## config.mk

```make
export PLATFORM = sky130hd
export DESIGN_NAME = jpeg_length_scanner
export DESIGN_NICKNAME = d
export VERILOG_FILES = /design/src/design/jls_pkg.sv /design/src/design/jpeg_length_scanner.sv /design/src/design/jls_step.sv
export SDC_FILE = /design/constraint.sdc
export NUM_CORES = 1
export LEC_CHECK = 0
export BUFFER_PORTS_ARGS = -buffer_cell sky130_fd_sc_hd__buf_2
export CAP_MARGIN = 20
export CORE_MARGIN = 2
export CORE_UTILIZATION = 61
export CTS_CLUSTER_DIAMETER = 30
export CTS_CLUSTER_SIZE = 10
export DETAILED_ROUTE_END_ITERATION = 8
export PLACE_DENSITY = 0.81
export SLEW_MARGIN = 10
export SYNTH_ARGS = -nofsm -noshare
export SYNTH_HDL_FRONTEND = slang
export SYNTH_HIERARCHICAL = 1
export SYNTH_SLANG_ARGS = --single-unit
```

## constraint.sdc

```tcl
create_clock -name clock -period 5.3 [get_ports clock]
set_input_delay 1.06 -clock clock [delete_from_list [all_inputs] [get_ports clock]]
set_output_delay 1.06 -clock clock [all_outputs]
set_load 0.02 [all_outputs]
```

## src/design/jls_pkg.sv

```systemverilog
// Shared types and constants for the JPEG length scanner.
`timescale 1ns / 1ps

package jls_pkg;

   localparam int COUNT_WIDTH_DEFAULT = 24;
   localparam int SIZE_WIDTH          = 24;
   localparam int CSR_INDEX_WIDTH     = 1;

   localparam logic [SIZE_WIDTH-1:0] SIZE_LIMIT_RESET     = 24'd6291456;
   localparam logic [SIZE_WIDTH-1:0] KEEP_THRESHOLD_RESET = 24'd0;
   localparam logic [SIZE_WIDTH-1:0] SIZE_MAX             = 24'hFFFFFF;

   // register indexes on the csr port
   localparam logic [CSR_INDEX_WIDTH-1:0] CSR_SIZE_LIMIT     = 1'd0;
   localparam logic [CSR_INDEX_WIDTH-1:0] CSR_KEEP_THRESHOLD = 1'd1;

   // marker bytes
   localparam logic [7:0] BYTE_FF   = 8'hFF;
   localparam logic [7:0] BYTE_SOI  = 8'hD8;
   localparam logic [7:0] BYTE_EOI  = 8'hD9;
   localparam logic [7:0] BYTE_TEM  = 8'h01;
   localparam logic [7:0] BYTE_SOS  = 8'hDA;
   localparam logic [7:0] BYTE_RST0 = 8'hD0;
   localparam logic [7:0] BYTE_RST7 = 8'hD7;
   localparam logic [7:0] BYTE_ZERO = 8'h00;

   // result status codes
   localparam logic [2:0] ST_OK        = 3'd0;
   localparam logic [2:0] ST_NO_SOI    = 3'd1;
   localparam logic [2:0] ST_BAD_MARK  = 3'd2;
   localparam logic [2:0] ST_BAD_LEN   = 3'd3;
   localparam logic [2:0] ST_SCAN_LONG = 3'd4;

   typedef struct packed {
      logic [7:0] data_byte;
      logic       start_candidate;
   } req_type;

   typedef struct packed {
      logic [SIZE_WIDTH-1:0] image_size;
      logic                  keep;
      logic [2:0]            status;
   } rsp_type;

   typedef struct packed {
      logic    emit;
      rsp_type rsp;
   } step_out_type;

endpackage

```

## src/design/jpeg_length_scanner.sv

```systemverilog
// Top level: input register, marker walker, result register and csr registers.
// The byte that ends or fails the candidate passes the input register, then the walker
// steps it into the result register, where rsp_valid rises; a waiting result holds it back.
// Throughput: one byte per cycle; a byte stalls only while a result waits on rsp_ready.
// Reset (synchronous, active high): walker idle, counters zero, both registers empty,
// size limit back to 6291456 and keep_threshold to 0.
`timescale 1ns / 1ps

module jpeg_length_scanner #(
   parameter int COUNT_WIDTH = jls_pkg::COUNT_WIDTH_DEFAULT
) (
   input  logic                                  clock,
   input  logic                                  reset,
   input  logic                                  req_valid,
   output logic                                  req_ready,
   input  jls_pkg::req_type                      req_data,
   output logic                                  rsp_valid,
   input  logic                                  rsp_ready,
   output jls_pkg::rsp_type                      rsp_data,
   input  logic                                  csr_valid,
   output logic                                  csr_ready,
   input  logic [jls_pkg::CSR_INDEX_WIDTH-1:0]   csr_index,
   input  logic [jls_pkg::SIZE_WIDTH-1:0]        csr_data
);

   logic                            in_valid_ff;
   jls_pkg::req_type                in_ff;
   logic                            out_valid_ff;
   jls_pkg::rsp_type                out_ff;
   logic [jls_pkg::SIZE_WIDTH-1:0]  size_limit_ff;
   logic [jls_pkg::SIZE_WIDTH-1:0]  keep_threshold_ff;
   logic                            advance;
   jls_pkg::step_out_type           step_out;

   // step only when the result register can take whatever this byte produces
   assign advance   = in_valid_ff && (!out_valid_ff || rsp_ready);
   assign req_ready = !in_valid_ff || advance;
   assign rsp_valid = out_valid_ff;
   assign rsp_data  = out_ff;
   assign csr_ready = 1'b1;

   jls_step #(
      .COUNT_WIDTH (COUNT_WIDTH)
   ) u_step (
      .clock          (clock),
      .reset          (reset),
      .advance        (advance),
      .item           (in_ff),
      .size_limit     (size_limit_ff),
      .keep_threshold (keep_threshold_ff),
      .step_out       (step_out)
   );

   always_ff @(posedge clock) begin
      if (reset) begin
         in_valid_ff <= 1'b0;
      end else if (req_valid && req_ready) begin
         in_valid_ff <= 1'b1;
      end else if (advance) begin
         in_valid_ff <= 1'b0;
      end
   end

   always_ff @(posedge clock) begin
      if (req_valid && req_ready) begin
         in_ff <= req_data;
      end
   end

   always_ff @(posedge clock) begin
      if (reset) begin
         out_valid_ff <= 1'b0;
      end else if (advance && step_out.emit) begin
         out_valid_ff <= 1'b1;
      end else if (rsp_ready) begin
         out_valid_ff <= 1'b0;
      end
   end

   always_ff @(posedge clock) begin
      if (advance && step_out.emit) begin
         out_ff <= step_out.rsp;
      end
   end

   always_ff @(posedge clock) begin
      if (reset) begin
         size_limit_ff     <= jls_pkg::SIZE_LIMIT_RESET;
         keep_threshold_ff <= jls_pkg::KEEP_THRESHOLD_RESET;
      end else if (csr_valid && csr_ready) begin
         unique case (csr_index)
            jls_pkg::CSR_SIZE_LIMIT:     size_limit_ff     <= csr_data;
            jls_pkg::CSR_KEEP_THRESHOLD: keep_threshold_ff <= csr_data;
            default: ;
         endcase
      end
   end

`ifndef NO_ASSERTIONS
   a_no_result_overwrite: assert property (@(posedge clock) disable iff (reset)
      out_valid_ff && !rsp_ready |-> !advance)
      else $error("walker advanced while a result was stalled");

   a_result_needs_byte: assert property (@(posedge clock) disable iff (reset)
      !out_valid_ff ##1 out_valid_ff |-> $past(advance))
      else $error("result appeared without a byte step");

   a_hold_input: assert property (@(posedge clock) disable iff (reset)
      in_valid_ff && !advance |=> in_valid_ff && $stable(in_ff))
      else $error("held input byte lost");
`endif

endmodule

```

## src/design/jls_step.sv

```systemverilog
// Marker segment walker: state registers and the per-byte next-state logic.
`timescale 1ns / 1ps

module jls_step #(
   parameter int COUNT_WIDTH = jls_pkg::COUNT_WIDTH_DEFAULT
) (
   input  logic                                clock,
   input  logic                                reset,
   input  logic                                advance,
   input  jls_pkg::req_type                    item,
   input  logic [jls_pkg::SIZE_WIDTH-1:0]      size_limit,
   input  logic [jls_pkg::SIZE_WIDTH-1:0]      keep_threshold,
   output jls_pkg::step_out_type               step_out
);

   localparam int CMP_W = (COUNT_WIDTH > jls_pkg::SIZE_WIDTH) ? COUNT_WIDTH
                                                              : jls_pkg::SIZE_WIDTH;
   localparam logic [COUNT_WIDTH-1:0] COUNT_ONE = COUNT_WIDTH'(1);
   localparam logic [COUNT_WIDTH-1:0] COUNT_MAX = {COUNT_WIDTH{1'b1}};

   localparam logic [3:0] PH_IDLE    = 4'd0;
   localparam logic [3:0] PH_SOI     = 4'd1;
   localparam logic [3:0] PH_MARK    = 4'd2;
   localparam logic [3:0] PH_CODE    = 4'd3;
   localparam logic [3:0] PH_LEN_HI  = 4'd4;
   localparam logic [3:0] PH_LEN_LO  = 4'd5;
   localparam logic [3:0] PH_SKIP    = 4'd6;
   localparam logic [3:0] PH_SCAN    = 4'd7;
   localparam logic [3:0] PH_SCAN_FF = 4'd8;

   logic [3:0]             phase_ff, phase_in;
   logic [COUNT_WIDTH-1:0] byte_count_ff, byte_count_in;
   logic [15:0]            skip_count_ff, skip_count_in;
   logic [7:0]             length_high_ff, length_high_in;
   logic                   in_scan_ff, in_scan_in;

   logic [7:0]             b;
   logic [15:0]            seg_len;
   logic                   offset_over;
   logic                   len_bad;
   logic                   is_escape;
   logic                   emit;
   logic [2:0]             status;
   logic [CMP_W-1:0]       count_ext;
   logic [jls_pkg::SIZE_WIDTH-1:0] size_sat;

   assign b           = item.data_byte;
   assign seg_len     = {length_high_ff, b};
   assign offset_over = CMP_W'(byte_count_ff) >= CMP_W'(size_limit);
   assign len_bad     = (seg_len < 16'd2) || ({8'd0, seg_len} > size_limit);
   assign is_escape   = (b == jls_pkg::BYTE_ZERO) ||
                        ((b >= jls_pkg::BYTE_RST0) && (b <= jls_pkg::BYTE_RST7));

   always_comb begin
      phase_in       = phase_ff;
      byte_count_in  = byte_count_ff;
      skip_count_in  = skip_count_ff;
      length_high_in = length_high_ff;
      in_scan_in     = in_scan_ff;
      emit           = 1'b0;
      status         = jls_pkg::ST_OK;
      if (item.start_candidate) begin
         phase_in       = PH_SOI;
         byte_count_in  = COUNT_ONE;
         skip_count_in  = 16'd0;
         length_high_in = 8'd0;
         in_scan_in     = 1'b0;
         if (b != jls_pkg::BYTE_FF) begin
            emit   = 1'b1;
            status = jls_pkg::ST_NO_SOI;
         end
      end else if (phase_ff != PH_IDLE) begin
         // saturate the byte counter
         if (byte_count_ff != COUNT_MAX) begin
            byte_count_in = byte_count_ff + COUNT_ONE;
         end
         unique case (phase_ff) inside
            PH_SOI: begin
               if (b != jls_pkg::BYTE_SOI) begin
                  emit   = 1'b1;
                  status = jls_pkg::ST_NO_SOI;
               end else begin
                  phase_in = PH_MARK;
               end
            end
            PH_MARK: begin
               if (b != jls_pkg::BYTE_FF) begin
                  emit   = 1'b1;
                  status = jls_pkg::ST_BAD_MARK;
               end else begin
                  phase_in = PH_CODE;
               end
            end
            PH_CODE, PH_SCAN_FF: begin
               if ((phase_ff == PH_SCAN_FF) && is_escape) begin
                  if (offset_over) begin
                     emit   = 1'b1;
                     status = jls_pkg::ST_SCAN_LONG;
                  end else begin
                     phase_in = PH_SCAN;
                  end
               end else if (b == jls_pkg::BYTE_EOI) begin
                  emit   = 1'b1;
                  status = jls_pkg::ST_OK;
               end else if ((b == jls_pkg::BYTE_TEM) || (b == jls_pkg::BYTE_FF)) begin
                  phase_in = PH_MARK;
               end else begin
                  in_scan_in = (b == jls_pkg::BYTE_SOS);
                  phase_in   = PH_LEN_HI;
               end
            end
            PH_LEN_HI: begin
               length_high_in = b;
               phase_in       = PH_LEN_LO;
            end
            PH_LEN_LO: begin
               if (len_bad) begin
                  emit   = 1'b1;
                  status = jls_pkg::ST_BAD_LEN;
               end else begin
                  skip_count_in = seg_len - 16'd2;
                  if (seg_len != 16'd2) begin
                     phase_in = PH_SKIP;
                  end else begin
                     phase_in = in_scan_ff ? PH_SCAN : PH_MARK;
                  end
               end
            end
            PH_SKIP: begin
               skip_count_in = skip_count_ff - 16'd1;
               if (skip_count_ff == 16'd1) begin
                  phase_in = in_scan_ff ? PH_SCAN : PH_MARK;
               end
            end
            PH_SCAN: begin
               if (offset_over) begin
                  emit   = 1'b1;
                  status = jls_pkg::ST_SCAN_LONG;
               end else if (b == jls_pkg::BYTE_FF) begin
                  phase_in = PH_SCAN_FF;
               end
            end
            default: begin
               phase_in = PH_IDLE;
            end
         endcase
      end
      if (emit) begin
         phase_in = PH_IDLE;
      end
   end

   // image size counts up to and including the end marker, clipped to 24 bits
   always_comb begin
      count_ext = CMP_W'(byte_count_in);
      if (count_ext > CMP_W'(jls_pkg::SIZE_MAX)) begin
         size_sat = jls_pkg::SIZE_MAX;
      end else begin
         size_sat = count_ext[jls_pkg::SIZE_WIDTH-1:0];
      end
   end

   always_comb begin
      step_out.emit       = emit;
      step_out.rsp.status = status;
      if (status == jls_pkg::ST_OK) begin
         step_out.rsp.image_size = size_sat;
         step_out.rsp.keep       = size_sat > keep_threshold;
      end else begin
         step_out.rsp.image_size = '0;
         step_out.rsp.keep       = 1'b0;
      end
   end

   always_ff @(posedge clock) begin
      if (reset) begin
         phase_ff       <= PH_IDLE;
         byte_count_ff  <= '0;
         skip_count_ff  <= '0;
         length_high_ff <= '0;
         in_scan_ff     <= 1'b0;
      end else if (advance) begin
         phase_ff       <= phase_in;
         byte_count_ff  <= byte_count_in;
         skip_count_ff  <= skip_count_in;
         length_high_ff <= length_high_in;
         in_scan_ff     <= in_scan_in;
      end
   end

`ifndef NO_ASSERTIONS
   a_emit_goes_idle: assert property (@(posedge clock) disable iff (reset)
      advance && emit |=> phase_ff == PH_IDLE)
      else $error("phase not idle after a result");

   a_skip_nonzero: assert property (@(posedge clock) disable iff (reset)
      phase_ff == PH_SKIP |-> skip_count_ff != 16'd0)
      else $error("skip phase with nothing left to skip");

   a_idle_silent: assert property (@(posedge clock) disable iff (reset)
      advance && phase_ff == PH_IDLE && !item.start_candidate |-> !emit)
      else $error("result from an idle scanner");

   a_fail_zero: assert property (@(posedge clock) disable iff (reset)
      emit && status != jls_pkg::ST_OK |->
         step_out.rsp.image_size == '0 && !step_out.rsp.keep)
      else $error("failed result carries size or keep");
`endif

endmodule

```

# Word-level counts from Yosys, hierarchy flattened
# Index checks and enable logic that the tools add are counted.
totals:
  regBits: 140
  in_bits: 39
  out_inout_bits: 31
  wordCells: 138
classes:
  n_addsub: 3
  magnitude_cmp: 7
  n_eq_ne: 29
  mux: 55
  bitwise: 1
  n_reduce_logical: 29
op_table:
  columns: ["op", "count"]
  rows:
  - ["$mux W24", 4]
  - ["$mux W4", 13]
  - ["$mux W16", 3]
  - ["$pmux W16 S2", 1]
  - ["$pmux W4 S7", 1]
  - ["$add A24 B1 Y24 const B", 1]
  - ["$eq A8 B8 Y1 const B", 3]
  - ["$ge A24 B24 Y1", 1]
  - ["$gt A16 B24 Y1", 1]
  - ["$gt A24 B24 Y1", 1]
  - ["$gt A24 B24 Y1 const B", 1]
  - ["$mux W8", 3]
  - ["$ne A24 B24 Y1 const B", 1]
  - ["$mux W1", 20]
  - ["$mux W3", 6]
  - ["$eq A16 B1 Y1 const B", 1]
  - ["$eq A4 B3 Y1 const B", 4]
  - ["$lt A16 B2 Y1 const B", 1]
  - ["$ne A16 B2 Y1 const B", 1]
  - ["$ne A8 B8 Y1 const B", 2]
  - ["$sub A16 B1 Y16 const B", 1]
  - ["$sub A16 B2 Y16 const B", 1]
  - ["$pmux W3 S5", 1]
  - ["$ne A4 B3 Y1 const B", 3]
  - ["other kinds (29)", 49]

# Logic depth before layout (Yosys ltp)
logic_depth:
  depth_word: 10
  mapped_depth: 17
  mapped_depth_nobuf: 16

# Cells and area by module
# The synthesis kept the hierarchy.
by_module_without_submodules:
  columns: ["mod", "n_inst", "cells_per_inst", "area_per_inst_um2", "seq_area_each_um2"]
  rows:
  - ["jls_step", 1, 775, 5684.2, 1061.0]
  - ["jpeg_length_scanner", 1, 235, 3214.3, 2112.0]

# Worst setup path after synthesis
# No wires, ideal clock.
synth_path:
  kind: "reg2reg"
  startpoint: "reg in_ff[4] (netlist name)"
  endpoint: "reg out_ff, in the netlist rsp_data[0] (enable)"
  setup_ns: 0.416
  arrival_time_ns: 3.369
  required_time_ns: 4.884
  setup_slack_ns: 1.515
  path_stages_with_launch: 12
  path_buffers: 2
  period_less_slack_ns: 3.785
  path_cell_list: "edfxtp_1 > clkbuf_1 > or4_1 > o32ai_1 > nand2_1 > o21ai_0 > o21a_1 > o41ai_2 > nand2_1 > buf_4 > nand2_1 > nor2b_1"
synth_via:
  elab_chain_cells: 9
  elab_cells_between_ends: 21
  cone_classes: "order compare: 4; eq/ne: 3; mux: 8; reduce/logical: 6"
synth_lines:
  columns: ["item", "line_no", "rtl"]
  rows:
  - ["from (decl)", "jpeg_length_scanner.sv:27", "jls_pkg::req_type in_ff;"]
  - ["from (signal assigned)", "jpeg_length_scanner.sv:66", "in_ff <= req_data;"]
  - ["branches (longest 7 deep; another with $gt A16 B24 Y1)", null, null]
  - ["$mux W1 (*)", "jls_step.sv:62", "if (item.start_candidate) begin"]
  - ["via u_step.emit", "jls_step.sv:42", "logic emit;"]
  - ["$logic_and A1 B1 Y1 (*)", "jpeg_length_scanner.sv:81", "if (advance && step_out.emit) begin"]
  - ["to (signal assigned)", "jpeg_length_scanner.sv:82", "out_ff <= step_out.rsp;"]
  - ["to (decl)", "jpeg_length_scanner.sv:29", "jls_pkg::rsp_type out_ff;"]
# Mark *: on every way through the listed nets, which the timed path passes.
# A chain may end at the register's enable or synchronous reset.

# Worst setup path in the final report
layout_path:
  startpoint: "reg u_step.phase_ff[0]"
  endpoint: "reg out_ff, in the netlist rsp_data[3] (data pin)"
layout_via:
  elab_cells_between_ends: 19
  cone_classes: "order compare: 2; eq/ne: 6; mux: 7; reduce/logical: 4"
layout_lines:
  columns: ["item", "line_no", "rtl"]
  rows:
  - ["from (decl)", "jls_step.sv:31", "logic [3:0] phase_ff, phase_in;"]
  - ["from (signal assigned)", "jls_step.sv:183", "phase_ff <= phase_in;"]
  - ["$reduce_bool A4 Y1 (*)", "jls_step.sv:72", "end else if (phase_ff != PH_IDLE) begin"]
  - ["$mux W24 (*)", "jls_step.sv:72", null]
  - ["$mux W24 (*)", "jls_step.sv:62", null]
  - ["via u_step.byte_count_in[9]", "jls_step.sv:32", "logic [COUNT_WIDTH-1:0] byte_count_ff, byte_count_in;"]
  - ["$gt A24 B24 Y1", "jls_step.sv:156", "if (count_ext > CMP_W'(jls_pkg::SIZE_MAX)) begin"]
  - ["$mux W24 (*)", "jls_step.sv:156", null]
  - ["$gt A24 B24 Y1 (*)", "jls_step.sv:168", "step_out.rsp.keep = size_sat > keep_threshold;"]
# Mark *: on every way through the listed nets, which the timed path passes. The rest lies on a longest branch.

==> flow_summary.yaml <==
worst_setup_path:
  cp_data_required_time_ps: 5520
  arrival_ps: 4320
  crit_start: "u_step/phase_ff[0]"
  endpoint: "rsp_data[3]"
  r2r_setup_slack_ps: 1190
  r2r-end: "rsp_data[3]"
  cp-end-kind: "flip-flop"
  r2r_cells: 16
  cp_max_fo: 15
  reg2reg_from: "u_step/phase_ff[0]"
  start_kind: "flip-flop"
  critPathKind: "reg -> reg"
finish:
  area_delta_synth_final_pct: 10.53
  fin_nets: 1162
  post_layout_nonfiller_instances: 1251
  insertedDiodeCount: 0
  final-seq-area_sq_um: 3173
  fillers: 1148
  multi_input_area_sq_um: 5194
  layout-drive-gt1-share_pct: 13.87
floorplan:
  rows: 44
  dieArea_sq_um: 15570
  start_util_pct: 61.93
  ios: 70
  die_x_microns: 124.8
  die_y_microns: 124.8
  coreArea_sq_um: 14370
drt:
  wl_per_cell_microns: 17.95
  routed_wl_microns: 22450
  vias: 7599
  drtIter0Drc: 878
  ant_nets: 0
  routed_via_density: 6.074
  first_pass_iters: 5
  drc: 0
logic_synthesis:
  synthCells: 1010
  yosysWarnings: 6
  synth_top_area_cell: "dfxtp_1"
  synth_area_leaders: "dfxtp_1 23%, edfxtp_1 12%, ha_1 9.7%, mux2i_1 6.3%, nand2b_1 5.1%"
  synth_ff_type: "dfxtp_1"
  ys_seq_elements: 140
  syn_area_sq_um: 8899
  synth.distinct_cells: 72
  yosysTopAreaCellShare_pct: 23.17
  syn_nets: 1118
  syn-mean-instance-area_sq_um: 8.810
  synthMostInstantiatedCell: "dfxtp_1"
  async_flop_share_pct: 0
  synth-seq-area-share_pct: 35.66
  synth_edf_count: 37
  synth_commonest_cells: "103 x dfxtp_1, 97 x nor2_1, 72 x nand2b_1, 69 x ha_1, 65 x inv_1"
pwr:
  p_int_uw: 1931
  vdd_drop_max_v: 0.0001984
  p_sw_uw: 639.6
  powerDensity_nw_per_um2: 261.4
  p_leak_uw: 0.003932
  switching_share_pct: 24.88
  clkPwrFrac_pct: 45.2
  power_frac_seq_pct: 44.8
  share_comb_of_total_power_pct: 10.0
sta:
  tightest_slew_ps: 978.2
  finalSetupViolations: 0
  maxSlewHeadroom_pct: 34.35
  finalCritPeriodShare_pct: 77.48
  rsz0062_at_grt: "no"
  period_minus_slack_ps: 4106
  drv_slew: 0
  fin_skew_ps: 11.27
  setup_tns_ps: 0
  max_freq_mhz: 243.5
  hold_viol: 0
grt:
  grt_max_degree: 93
  antenna_found_initial: 0
  grt_first_pass_wirelength_microns: 36250
  grt_use_total_pct: 29.03
  grt_pass1_vias: 6875
  grt.overflow.total: 0
outcome:
  status: "finished, final reports clean"
placement:
  io_buffers: 68
  placed_cells: 1219
  dp_hpwl_microns: 15970
  gp_congestion: 0.9440
clock_network:
  insertion_delay_ps: 420
  clk_pin_slew_ps: 60
  cts_buffers: 17
  clockRootBuffer: "clkbuf_16"
  postCtsSetupBuffers: 0
  htree_num_levels: 4
  hold_buffers: 0
  ctsResizeCount: 0
  cts_tree: "done"
  ctsLongestPathBuffers: 2
  cts_sinks: 140
min_path:
  hold_path_depth: 2
  hp-class: "reg -> reg"
run:
  maxCapViolCount: 0
worst max-delay path, stage by stage, from the launching register on:
cell and delay [ps]:
dfxtp_1 610, nor2_1 120, nand2_1 190, nand2_1 140
nor3_1 700, nand2_1 190, xor2_1 380, nor2_1 90
ha_1 310, nand4_1 120, nor2_1 100, nor3_1 50
a21oi_1 140, nor3_1 60, o32ai_1 330, a211oi_1 100
a211oi_1 280
stage by stage:
stage | worst slack, ps | hold slack [ps] | power (uW) | instance area, sq um | utilization, %
3_3_place_gp | 1487 | 458.5 | 1418 | 9253 | 64.39
4_1_cts | 1374 | 474.8 | 2578 | 9836 | 68.45
3_5_place_dp | 1411 | 464.7 | 1424 | 9253 | 64.39
5_1_grt | 945.9 | 497.9 | 2656 | 9836 | 68.45
2_1_floorplan | 1515 | 448.7 | 1355 | 8899 | -
6_report | 1194 | 473.2 | 2571 | 9836 | 68.45
logic make-up (layout without fill, tap and decap cells):
logic type	Yosys count	count (layout)	synth area share, %
xor+xnor	43	43	4.232
compound gates	179	179	13.15
other cells	1	1	0.04214
mux	56	56	6.299
simple gates	404	404	24.92
buf+inv	118	175	6.004
fa+ha+maj	69	69	9.702
flops	140	140	35.66
power by group through the flow:
stage / combinational (uW) / clock (uW) / sequential (uW)
3_5_place_dp: 250 / 0 / 1170
2_1_floorplan: 187 / 0 / 1170
5_1_grt: 282 / 1220 / 1150
6_report: 257 / 1160 / 1150
4_1_cts: 252 / 1180 / 1150
3_3_place_gp: 246 / 0 / 1170
cells in the final DEF (no fill, tap or decap), types with 7 or more instances in the layout:
cell	count
clkbuf_16	18
edfxtp_1	37
ha_1	69
o31ai_1	8
nor3b_1	7
dfxtp_1	103
o2111ai_1	11
a21o_1	7
nand3_1	25
nor2_1	97
nand4_1	22
nand2b_1	72
and3_1	8
xor2_1	18
and4_1	7
nor3_1	24
a21oi_1	61
nor3_2	19
mux2i_1	56
buf_2	68
buf_4	9
xnor2_1	25
nor4_1	14
nand2_1	64
inv_1	65
or3_1	12
o21ai_0	41
cell type report:
cell class,count,area share (%)
multi-input combinational,752,52.80
sequential,140,32.26
clock buffer,22,5.038
timing repair buffer,77,4.147
inverter,66,2.519
tap,184,2.341
clock inverter,10,0.8905
worst min path at each step:
stage                 startpoint                end  slack (ps)
6_report        size_limit_ff[8]   size_limit_ff[8]         470
5_1_grt        size_limit_ff[13]  size_limit_ff[13]         500
4_1_cts         size_limit_ff[8]   size_limit_ff[8]         470
3_5_place_dp    size_limit_ff[8]   size_limit_ff[8]         460
3_3_place_gp   size_limit_ff[10]  size_limit_ff[10]         460
2_1_floorplan  size_limit_ff[10]  size_limit_ff[10]         450
metal layers:
layer	wire length, microns	GRT usage [%]
met4	310	8.130
met1	10550	45.35
met3	2412	6.787
met5	0	0
met2	9181	39.54
sequential cells by signal (all words and copies together), names as in the netlist:
name / count
rsp_data: 28
keep_threshold_ff: 24
size_limit_ff: 24
u_step/byte_count_ff: 24
u_step/skip_count_ff: 16
in_ff: 9
u_step/length_high_ff: 8
u_step/phase_ff: 4
in_valid_ff: 1
rsp_valid: 1
u_step/in_scan_ff: 1
Note: power is estimated with default switching activity, not from simulation.
